File: src/fwpp_pkg.sv
// Shared constants and types for the framed word packet parser.
`timescale 1ns / 1ps

package fwpp_pkg;

  // Buffer depth default and the span cleared when a frame is dropped
  localparam int FRAME_MAX_DEF = 12;
  localparam int CLEAR_SPAN    = 10;

  // Words are read from buffer bytes 2..9
  localparam int WORD_BASE  = 2;
  localparam int WORD_BYTES = 8;

  // Register defaults
  localparam logic [7:0] FIRST_HEADER_RST  = 8'h2C;
  localparam logic [7:0] SECOND_HEADER_RST = 8'h12;
  localparam logic [7:0] END_MARKER_RST    = 8'h5B;

  // Register indexes
  localparam logic [1:0] REG_FIRST_HEADER  = 2'd0;
  localparam logic [1:0] REG_SECOND_HEADER = 2'd1;
  localparam logic [1:0] REG_END_MARKER    = 2'd2;

  // Four held values, value_zero in the lowest bits
  typedef struct packed {
    logic [15:0] value_three;
    logic [15:0] value_two;
    logic [15:0] value_one;
    logic [15:0] value_zero;
  } word_set_t;

endpackage

File: src/fwpp_word_merge.sv
// Word assembly and held-value update for a committed frame.
`timescale 1ns / 1ps

module fwpp_word_merge
  import fwpp_pkg::*;
(
  input  logic [7:0] mid_bytes [WORD_BYTES],
  input  word_set_t  held,
  output word_set_t  merged
);

  logic [15:0] w0, w1, w2, w3;
  logic [15:0] n0, n1, n2, n3;

  // Little-endian words from the byte pairs
  assign w0 = {mid_bytes[1], mid_bytes[0]};
  assign w1 = {mid_bytes[3], mid_bytes[2]};
  assign w2 = {mid_bytes[5], mid_bytes[4]};
  assign w3 = {mid_bytes[7], mid_bytes[6]};

  // A zero word keeps the held value
  assign n0 = (w0 != 16'd0) ? w0 : held.value_zero;
  assign n1 = (w1 != 16'd0) ? w1 : held.value_one;
  assign n2 = (w2 != 16'd0) ? w2 : held.value_two;
  assign n3 = (w3 != 16'd0) ? w3 : held.value_three;

  // Zero third word: shift the first two up and zero the ends
  always_comb begin
    if (w2 == 16'd0) begin
      merged.value_zero  = 16'd0;
      merged.value_one   = n0;
      merged.value_two   = n1;
      merged.value_three = 16'd0;
    end else begin
      merged.value_zero  = n0;
      merged.value_one   = n1;
      merged.value_two   = n2;
      merged.value_three = n3;
    end
  end

endmodule

File: src/framed_word_packet_parser_core.sv
// Top level of the framed word packet parser: header hunt, frame buffer, commit.
//
//  channel   | direction | handshake               | payload
//  ----------+-----------+-------------------------+------------------------------------
//  s_*       | in        | s_tvalid / s_tready     | s_tdata[7:0] = rx_byte
//  m_*       | out       | m_tvalid / m_tready     | m_tdata = value_zero..value_three
//  cfg_*     | in        | cfg_we (no back-press.) | cfg_index, cfg_data[7:0]
//
// One word is taken per cycle while s_tready is high; each word is handled in the
// cycle it arrives and a commit shows its result on m_* from the next cycle.
// The held values double as the output register, so only the check word of a
// frame can stall: s_tready drops in that phase while a result waits unaccepted.
// Reset (rst, synchronous) zeroes the buffer and the held values and sets the
// registers to their defaults; no clearing pass follows.
`timescale 1ns / 1ps

module framed_word_packet_parser_core
  import fwpp_pkg::*;
#(
  parameter int FRAME_MAX = FRAME_MAX_DEF
) (
  input  logic        clk,
  input  logic        rst,
  // slave side
  input  logic        s_tvalid,
  output logic        s_tready,
  input  logic [7:0]  s_tdata,   // [7:0] rx_byte
  // master side
  output logic        m_tvalid,
  input  logic        m_tready,
  output logic [63:0] m_tdata,   // [15:0] value_zero, [31:16] value_one,
                                 // [47:32] value_two, [63:48] value_three
  // configuration
  input  logic        cfg_we,
  input  logic [1:0]  cfg_index,
  input  logic [7:0]  cfg_data
);

  localparam int IDX_W = $clog2(FRAME_MAX);
  localparam int CNT_W = $clog2(FRAME_MAX + 1);

  // Parser phases
  localparam logic [1:0] PH_HUNT1 = 2'd0;
  localparam logic [1:0] PH_HUNT2 = 2'd1;
  localparam logic [1:0] PH_STORE = 2'd2;
  localparam logic [1:0] PH_CHECK = 2'd3;

  logic [7:0] first_header;
  logic [7:0] second_header;
  logic [7:0] end_marker;

  logic [1:0]       phase, phase_next;
  logic [CNT_W-1:0] count, count_next, count_inc;
  logic [7:0]       frame_bytes [FRAME_MAX];
  word_set_t        held, merged;

  logic             accept;
  logic             store_en, abort_en, commit_en;
  logic [IDX_W-1:0] last_idx;
  logic             marker_ok;
  logic [7:0]       mid_bytes [WORD_BYTES];

  // Configuration writes; unknown indexes are ignored
  always_ff @(posedge clk) begin
    if (rst) begin
      first_header  <= FIRST_HEADER_RST;
      second_header <= SECOND_HEADER_RST;
      end_marker    <= END_MARKER_RST;
    end else if (cfg_we) begin
      case (cfg_index)
        REG_FIRST_HEADER:  first_header  <= cfg_data;
        REG_SECOND_HEADER: second_header <= cfg_data;
        REG_END_MARKER:    end_marker    <= cfg_data;
        default: ;
      endcase
    end
  end

  // Hold the input off in reset, and hold the check word back only while a
  // finished result is still unread
  assign s_tready = !rst && !((phase == PH_CHECK) && m_tvalid && !m_tready);
  assign accept   = s_tvalid && s_tready;

  assign count_inc = count + CNT_W'(1);
  assign last_idx  = IDX_W'(count - CNT_W'(1));
  assign marker_ok = (frame_bytes[last_idx] == end_marker);

  // Phase decisions for the incoming word
  always_comb begin
    phase_next = phase;
    count_next = count;
    store_en   = 1'b0;
    abort_en   = 1'b0;
    commit_en  = 1'b0;
    case (phase)
      PH_HUNT1: begin
        if (s_tdata == first_header) begin
          store_en   = 1'b1;
          phase_next = PH_HUNT2;
        end else begin
          abort_en = 1'b1;
        end
      end
      PH_HUNT2: begin
        if (s_tdata == second_header) begin
          store_en   = 1'b1;
          phase_next = PH_STORE;
        end else begin
          abort_en = 1'b1;
        end
      end
      PH_STORE: begin
        store_en = 1'b1;
        // Close on the marker or a full buffer
        if ((count_inc >= CNT_W'(FRAME_MAX)) || (s_tdata == end_marker)) begin
          phase_next = PH_CHECK;
        end
      end
      PH_CHECK: begin
        // Check word value is ignored; only the last stored byte matters
        if (marker_ok) begin
          commit_en  = 1'b1;
          phase_next = PH_HUNT1;
          count_next = '0;
        end else begin
          abort_en = 1'b1;
        end
      end
      default: abort_en = 1'b1;
    endcase
    if (store_en) begin
      count_next = count_inc;
    end
    if (abort_en) begin
      phase_next = PH_HUNT1;
      count_next = '0;
    end
  end

  always_ff @(posedge clk) begin
    if (rst) begin
      phase <= PH_HUNT1;
      count <= '0;
    end else if (accept) begin
      phase <= phase_next;
      count <= count_next;
    end
  end

  // Frame buffer: drop clears the low span, good frames leave stale bytes
  always_ff @(posedge clk) begin
    if (rst) begin
      for (int k = 0; k < FRAME_MAX; k++) begin
        frame_bytes[k] <= 8'd0;
      end
    end else if (accept) begin
      if (abort_en) begin
        for (int k = 0; k < FRAME_MAX; k++) begin
          if (k < CLEAR_SPAN) begin
            frame_bytes[k] <= 8'd0;
          end
        end
      end else if (store_en && (count < CNT_W'(FRAME_MAX))) begin
        frame_bytes[count[IDX_W-1:0]] <= s_tdata;
      end
    end
  end

  always_comb begin
    for (int k = 0; k < WORD_BYTES; k++) begin
      mid_bytes[k] = frame_bytes[WORD_BASE + k];
    end
  end

  fwpp_word_merge u_merge (
    .mid_bytes (mid_bytes),
    .held      (held),
    .merged    (merged)
  );

  // Held values are the output payload; they only move on a commit
  always_ff @(posedge clk) begin
    if (rst) begin
      held <= '0;
    end else if (accept && commit_en) begin
      held <= merged;
    end
  end

  always_ff @(posedge clk) begin
    if (rst) begin
      m_tvalid <= 1'b0;
    end else if (accept && commit_en) begin
      m_tvalid <= 1'b1;
    end else if (m_tready) begin
      m_tvalid <= 1'b0;
    end
  end

  assign m_tdata = held;

  // Hunting for the first header always starts from an empty buffer count
  a_hunt1_empty: assert property (@(posedge clk) disable iff (rst)
    (phase == PH_HUNT1) |-> (count == '0))
    else $error("count not zero while hunting first header");

  // One header byte stored while waiting for the second
  a_hunt2_one: assert property (@(posedge clk) disable iff (rst)
    (phase == PH_HUNT2) |-> (count == CNT_W'(1)))
    else $error("count not one while hunting second header");

  // Storing never reaches the buffer bound without moving to the check phase
  a_store_bound: assert property (@(posedge clk) disable iff (rst)
    (phase == PH_STORE) |-> (count >= CNT_W'(2)) && (count < CNT_W'(FRAME_MAX)))
    else $error("count out of range while storing");

  // A committed frame raises a result and restarts the hunt
  a_commit_result: assert property (@(posedge clk) disable iff (rst)
    (accept && commit_en) |=> (m_tvalid && (phase == PH_HUNT1) && (count == '0)))
    else $error("commit did not raise a result");

  // Held values change only through a commit
  a_held_commit: assert property (@(posedge clk) disable iff (rst)
    !(accept && commit_en) |=> $stable(held))
    else $error("held values moved without a commit");

endmodule

File: config.mk
export PLATFORM = sky130hd
export DESIGN_NAME = framed_word_packet_parser_core
export DESIGN_NICKNAME = d
export VERILOG_FILES = /design/src/fwpp_pkg.sv /design/src/fwpp_word_merge.sv /design/src/framed_word_packet_parser_core.sv
export SDC_FILE = /design/constraint.sdc
export NUM_CORES = 1
export LEC_CHECK = 0
export ABC_AREA = 1
export BUFFER_PORTS_ARGS = -buffer_cell sky130_fd_sc_hd__buf_2
export CORE_UTILIZATION = 35
export DETAILED_ROUTE_END_ITERATION = 6
export MAX_ROUTING_LAYER = met4
export PLACE_DENSITY_LB_ADDON = 0.3
export SETUP_SLACK_MARGIN = 0.5
export SLEW_MARGIN = 25
export SYNTH_ARGS = -nofsm -noshare
export SYNTH_HDL_FRONTEND = slang
export SYNTH_SLANG_ARGS = --single-unit
File: constraint.sdc
create_clock -name clk -period 8.5 [get_ports clk]
set_input_delay 1.275 -clock clk [delete_from_list [all_inputs] [get_ports clk]]
set_output_delay 1.275 -clock clk [all_outputs]
set_load 0.1 [all_outputs]
==> run summary <==
Run status: completed
Worst Skew: 0.0233 ns
Yosys warnings: 0
Seq/Total Area, Yosys: 54.2%
Post-Route WL: 31600 µm
Hold depth: 2
Avg Inst Size Synth: 8.52 µm²
DRC: 0
Share of cells above drive strength 1: 12.2%
PostCTS Resize Cnt: 0
Area growth, synth to finish: 16.7%
Switching part of the total power: 24.2%
Synth Area in XOR/XNOR: 1.65%
Worst slew margin: 38.5%
Largest net degree at the start of global routing: 86
Slowest-stage cell, CP: clkinv_1
Pwr dens: 215 mW/mm²
GR Util All Layers: 20.9%
Final WS setup: 3.65 ns
Critical path buffers and inverters: 5
Layout Nets: 1371
P_sw: 644 µW
R2r setup slk: 3.65 ns
Num CTS Buffers: 25
Pleak: 0.00524 µW
Gr ovfl total: 0
Crit path DAT: 5.03 ns
Worst reg2reg path depth: 20
Synth Register Bits: 223
Final period utilization: 57.1%
Vias in the first global route: 8363
Reg-to-Reg Start: count[0]$_SDFFE_PP0P_
Post-Synth Simple-Gate Area: 25.5%
Max Cap Viol: 0
Initial Util: 35.7%
CTS Hold Buffers Added: 0
Hold Path Origin: m_tdata[51]$_SDFFE_PP0P_
Delay-heaviest family, CP: simple AND/OR/NAND/NOR gates
IO Pins: 89
Clk slew on worst S/H paths: 0.06 ns
RSZ-0062 raised after global routing: no
FF-to-FF End: frame_bytes[11][2]$_SDFFCE_PN0P_
Wire per inst: 18.1 µm
Ant diodes: 0
Cell Rows: 63
Comb power frac: 9.1%
Fmax: 206 MHz
# fillers: 2987
Place WS: 3.88 ns
Clock sinks: 223
Post-synthesis adder-cell area fraction: 1.18%
Initial antenna violation count: 0
Root Buffer: clkbuf_16
Sum Neg Setup Slack: 0 ns
Mux contribution to synthesized area: 0%
Via/cell ratio: 5.18
Period minus WS final: 4.85 ns
Crit-path cells: buf_4 > inv_2 > ha_1 > clkinv_1 > nand3_1 > nand3_1 > nand3_1 > nand2_1 > nand2_1 > nand2_1 > inv_1 > nand2_1 > nor2_1 > nand2_1 > nand2_2 > nand2_2 > a21oi_2 > buf_4 > nand3_1 > nand2_1
Worst setup EP type: flip-flop
Req. time, crit path: 8.68 ns
DR iter-0 viols: 1121
Max-slew violation count: 0
Port bufs: 88
Hpwl dp: 22000 µm
CTS tree: done
Post-CTS setup buffer count: 0
Worst-Margin Slew: 0.917 ns
CP max FO: 69
Hold worst-path end: m_tdata[51]$_SDFFE_PP0P_
Worst path max stage delay: 0.71 ns
Worst-Skew Late Latency: 0.53 ns
Drt first pass iters: 6
Main combinational cell family by area after synthesis: simple AND/OR/NAND/NOR gates
Chip Width: 176 µm
VDD IR max: 0.134 mV
Crit path top cell by count: nand2_1
Post-synth cell types: 36
H-tree depth: 1
First-pass GRT wire length: 48500 µm
Core Region: 0.0297 mm²
Clock network power share: 45.4%
Bufs on Longest Clock Path: 3
Setup Crit Path Kind: flip-flop to flip-flop
Crit path launch type: flip-flop
Die area: 0.0310 mm²
Final setup viols: 0
Worst min path class: flip-flop to flip-flop
P_int: 2020 µW
Antenna Nets Post-Route: 0
Vias: 9055
Mapped cell area: 0.0106 mm²
Final hold vios: 0
Seq pwr share: 45.5%
Placer Congestion: 0.891
Worst setup path startpoint: count[0]$_SDFFE_PP0P_
Die H: 176 µm
Syn Inst Count: 1245
Compound-gate portion of the synthesized area: 11.0%
## power groups by stage
stage          clock network (µW)  logic (µW)  registers (µW)
2_1_floorplan                   0         171            1220
3_3_place_gp                    0         239            1230
3_5_place_dp                    0         240            1230
4_1_cts                      1230         242            1210
5_1_grt                      1270         271            1210
6_report                     1210         243            1210
## state kept, by name (all words and copies together), names as in the netlist
signal	cells
m_tdata	64
first_header	8
frame_bytes	128
m_tvalid	1
end_marker	8
count	4
phase	2
second_header	8
## stage by stage
stage                     util (%)  hold WS [ns]  total power [µW]  cell area [µm²]  cells
after floorplan                  -         0.450              1390            10700   1276
after global placement        38.5         0.436              1470            11500   1701
after detailed placement      38.5         0.442              1470            11500   1701
after CTS                     41.6         0.451              2680            12400   1747
after global routing          41.6         0.471              2750            12400   1747
final                         41.6         0.448              2660            12400   1747
## worst max path at each step
| stage | to | slack, ns | cells after the start |
|---|---|---|---|
| after floorplan | frame_bytes[0][0]$_SDFFCE_PN0P_ | 3.91 | 8 |
| after global placement | frame_bytes[8][0]$_SDFFCE_PN0P_ | 4.02 | 20 |
| after detailed placement | frame_bytes[5][1]$_SDFFCE_PN0P_ | 3.88 | 19 |
| after CTS | frame_bytes[11][2]$_SDFFCE_PN0P_ | 3.84 | 19 |
| after global routing | frame_bytes[5][0]$_SDFFCE_PN0P_ | 3.19 | 18 |
| final | frame_bytes[11][2]$_SDFFCE_PN0P_ | 3.65 | 20 |
## worst reg2reg max path: cells and delay by family (launching register included)
kind | cells | cell delay [ns]
AOI/OAI and AO/OA | 1 | 0.12
adders and majority gates | 1 | 0.32
buffers and inverters | 5 | 1.73
DFF | 1 | 0.31
and+or+nand+nor | 13 | 2.01
## routing by layer
metal	up-vias	GRT usage [%]	part of all wire [%]
met2	385	31.9	44
li1	4354	-	-
met1	4264	28.3	45
met5	-	-	0
met4	0	5.94	2.8
met3	52	3.75	8.1
## cell usage after synthesis
library cell  instances  area share [%]
nand2_2               5            0.29
nor4_1                9            0.53
conb_1                1           0.035
or4_1                 1           0.071
xor2_1                2            0.17
nand3_1             150             7.1
nand3_4              10             1.7
o21ai_0              97             4.6
nand2_1             270             9.6
nor2_1              147             5.2
clkinv_1              3            0.11
ha_1                 10             1.2
edfxtp_1            128              36
and2_1                1           0.059
o21bai_1              4            0.28
nand4_1               9            0.53
a22o_1                1           0.083
and2_0                1           0.059
nor3_1                6            0.28
inv_2                 5            0.18
o211a_1              13             1.2
buf_2                20            0.94
and3_1                1           0.059
xnor2_1              18             1.5
buf_4                 1           0.071
o211ai_1              8            0.57
buf_6                 2            0.21
a31oi_1              13            0.77
o21ai_1               1           0.047
a21oi_2               1           0.083
nand3_2               1           0.094
a21oi_1              66             3.1
inv_1               103             3.6
a211oi_1              3            0.21
dfxtp_1              95              18
clkbuf_1             39             1.4
## cells in the final DEF, fill, tap and decap left out, types with 9 or more instances in the layout
master | Yosys | layout
inv_1 | 103 | 100
nor4_1 | 9 | 9
o21ai_0 | 97 | 97
nand3_4 | 10 | 10
buf_4 | 1 | 9
xnor2_1 | 18 | 18
edfxtp_1 | 128 | 128
nand3_1 | 150 | 150
buf_2 | 20 | 88
ha_1 | 10 | 10
conb_1 | 1 | 32
a21oi_1 | 66 | 66
nand4_1 | 9 | 9
dfxtp_1 | 95 | 94
a31oi_1 | 13 | 13
o211a_1 | 13 | 13
nand2_1 | 270 | 270
nor2_1 | 147 | 146
clkbuf_16 | 0 | 25
## final cells by class
class / count / area [µm²] / area share [%]
flip-flops and latches: 223 / 5750 / 46.4
multi-input cells: 880 / 4290 / 34.7
clock buffers: 28 / 657 / 5.31
repair buffers: 97 / 508 / 4.10
well taps: 390 / 488 / 3.94
inverters: 111 / 417 / 3.37
clock inverters: 18 / 269 / 2.17
## cells by family (layout without fill, tap and decap cells)
kind of cell,after synthesis,in the layout
adder cells (fa/ha/maj),10,10
XOR/XNOR,20,20
AND/OR/NAND/NOR,611,611
buffers and inverters,173,254
other,1,32
flip-flops,223,223
AO/OA/AOI/OAI,207,207
Note: power is estimated with default switching activity, not from simulation.
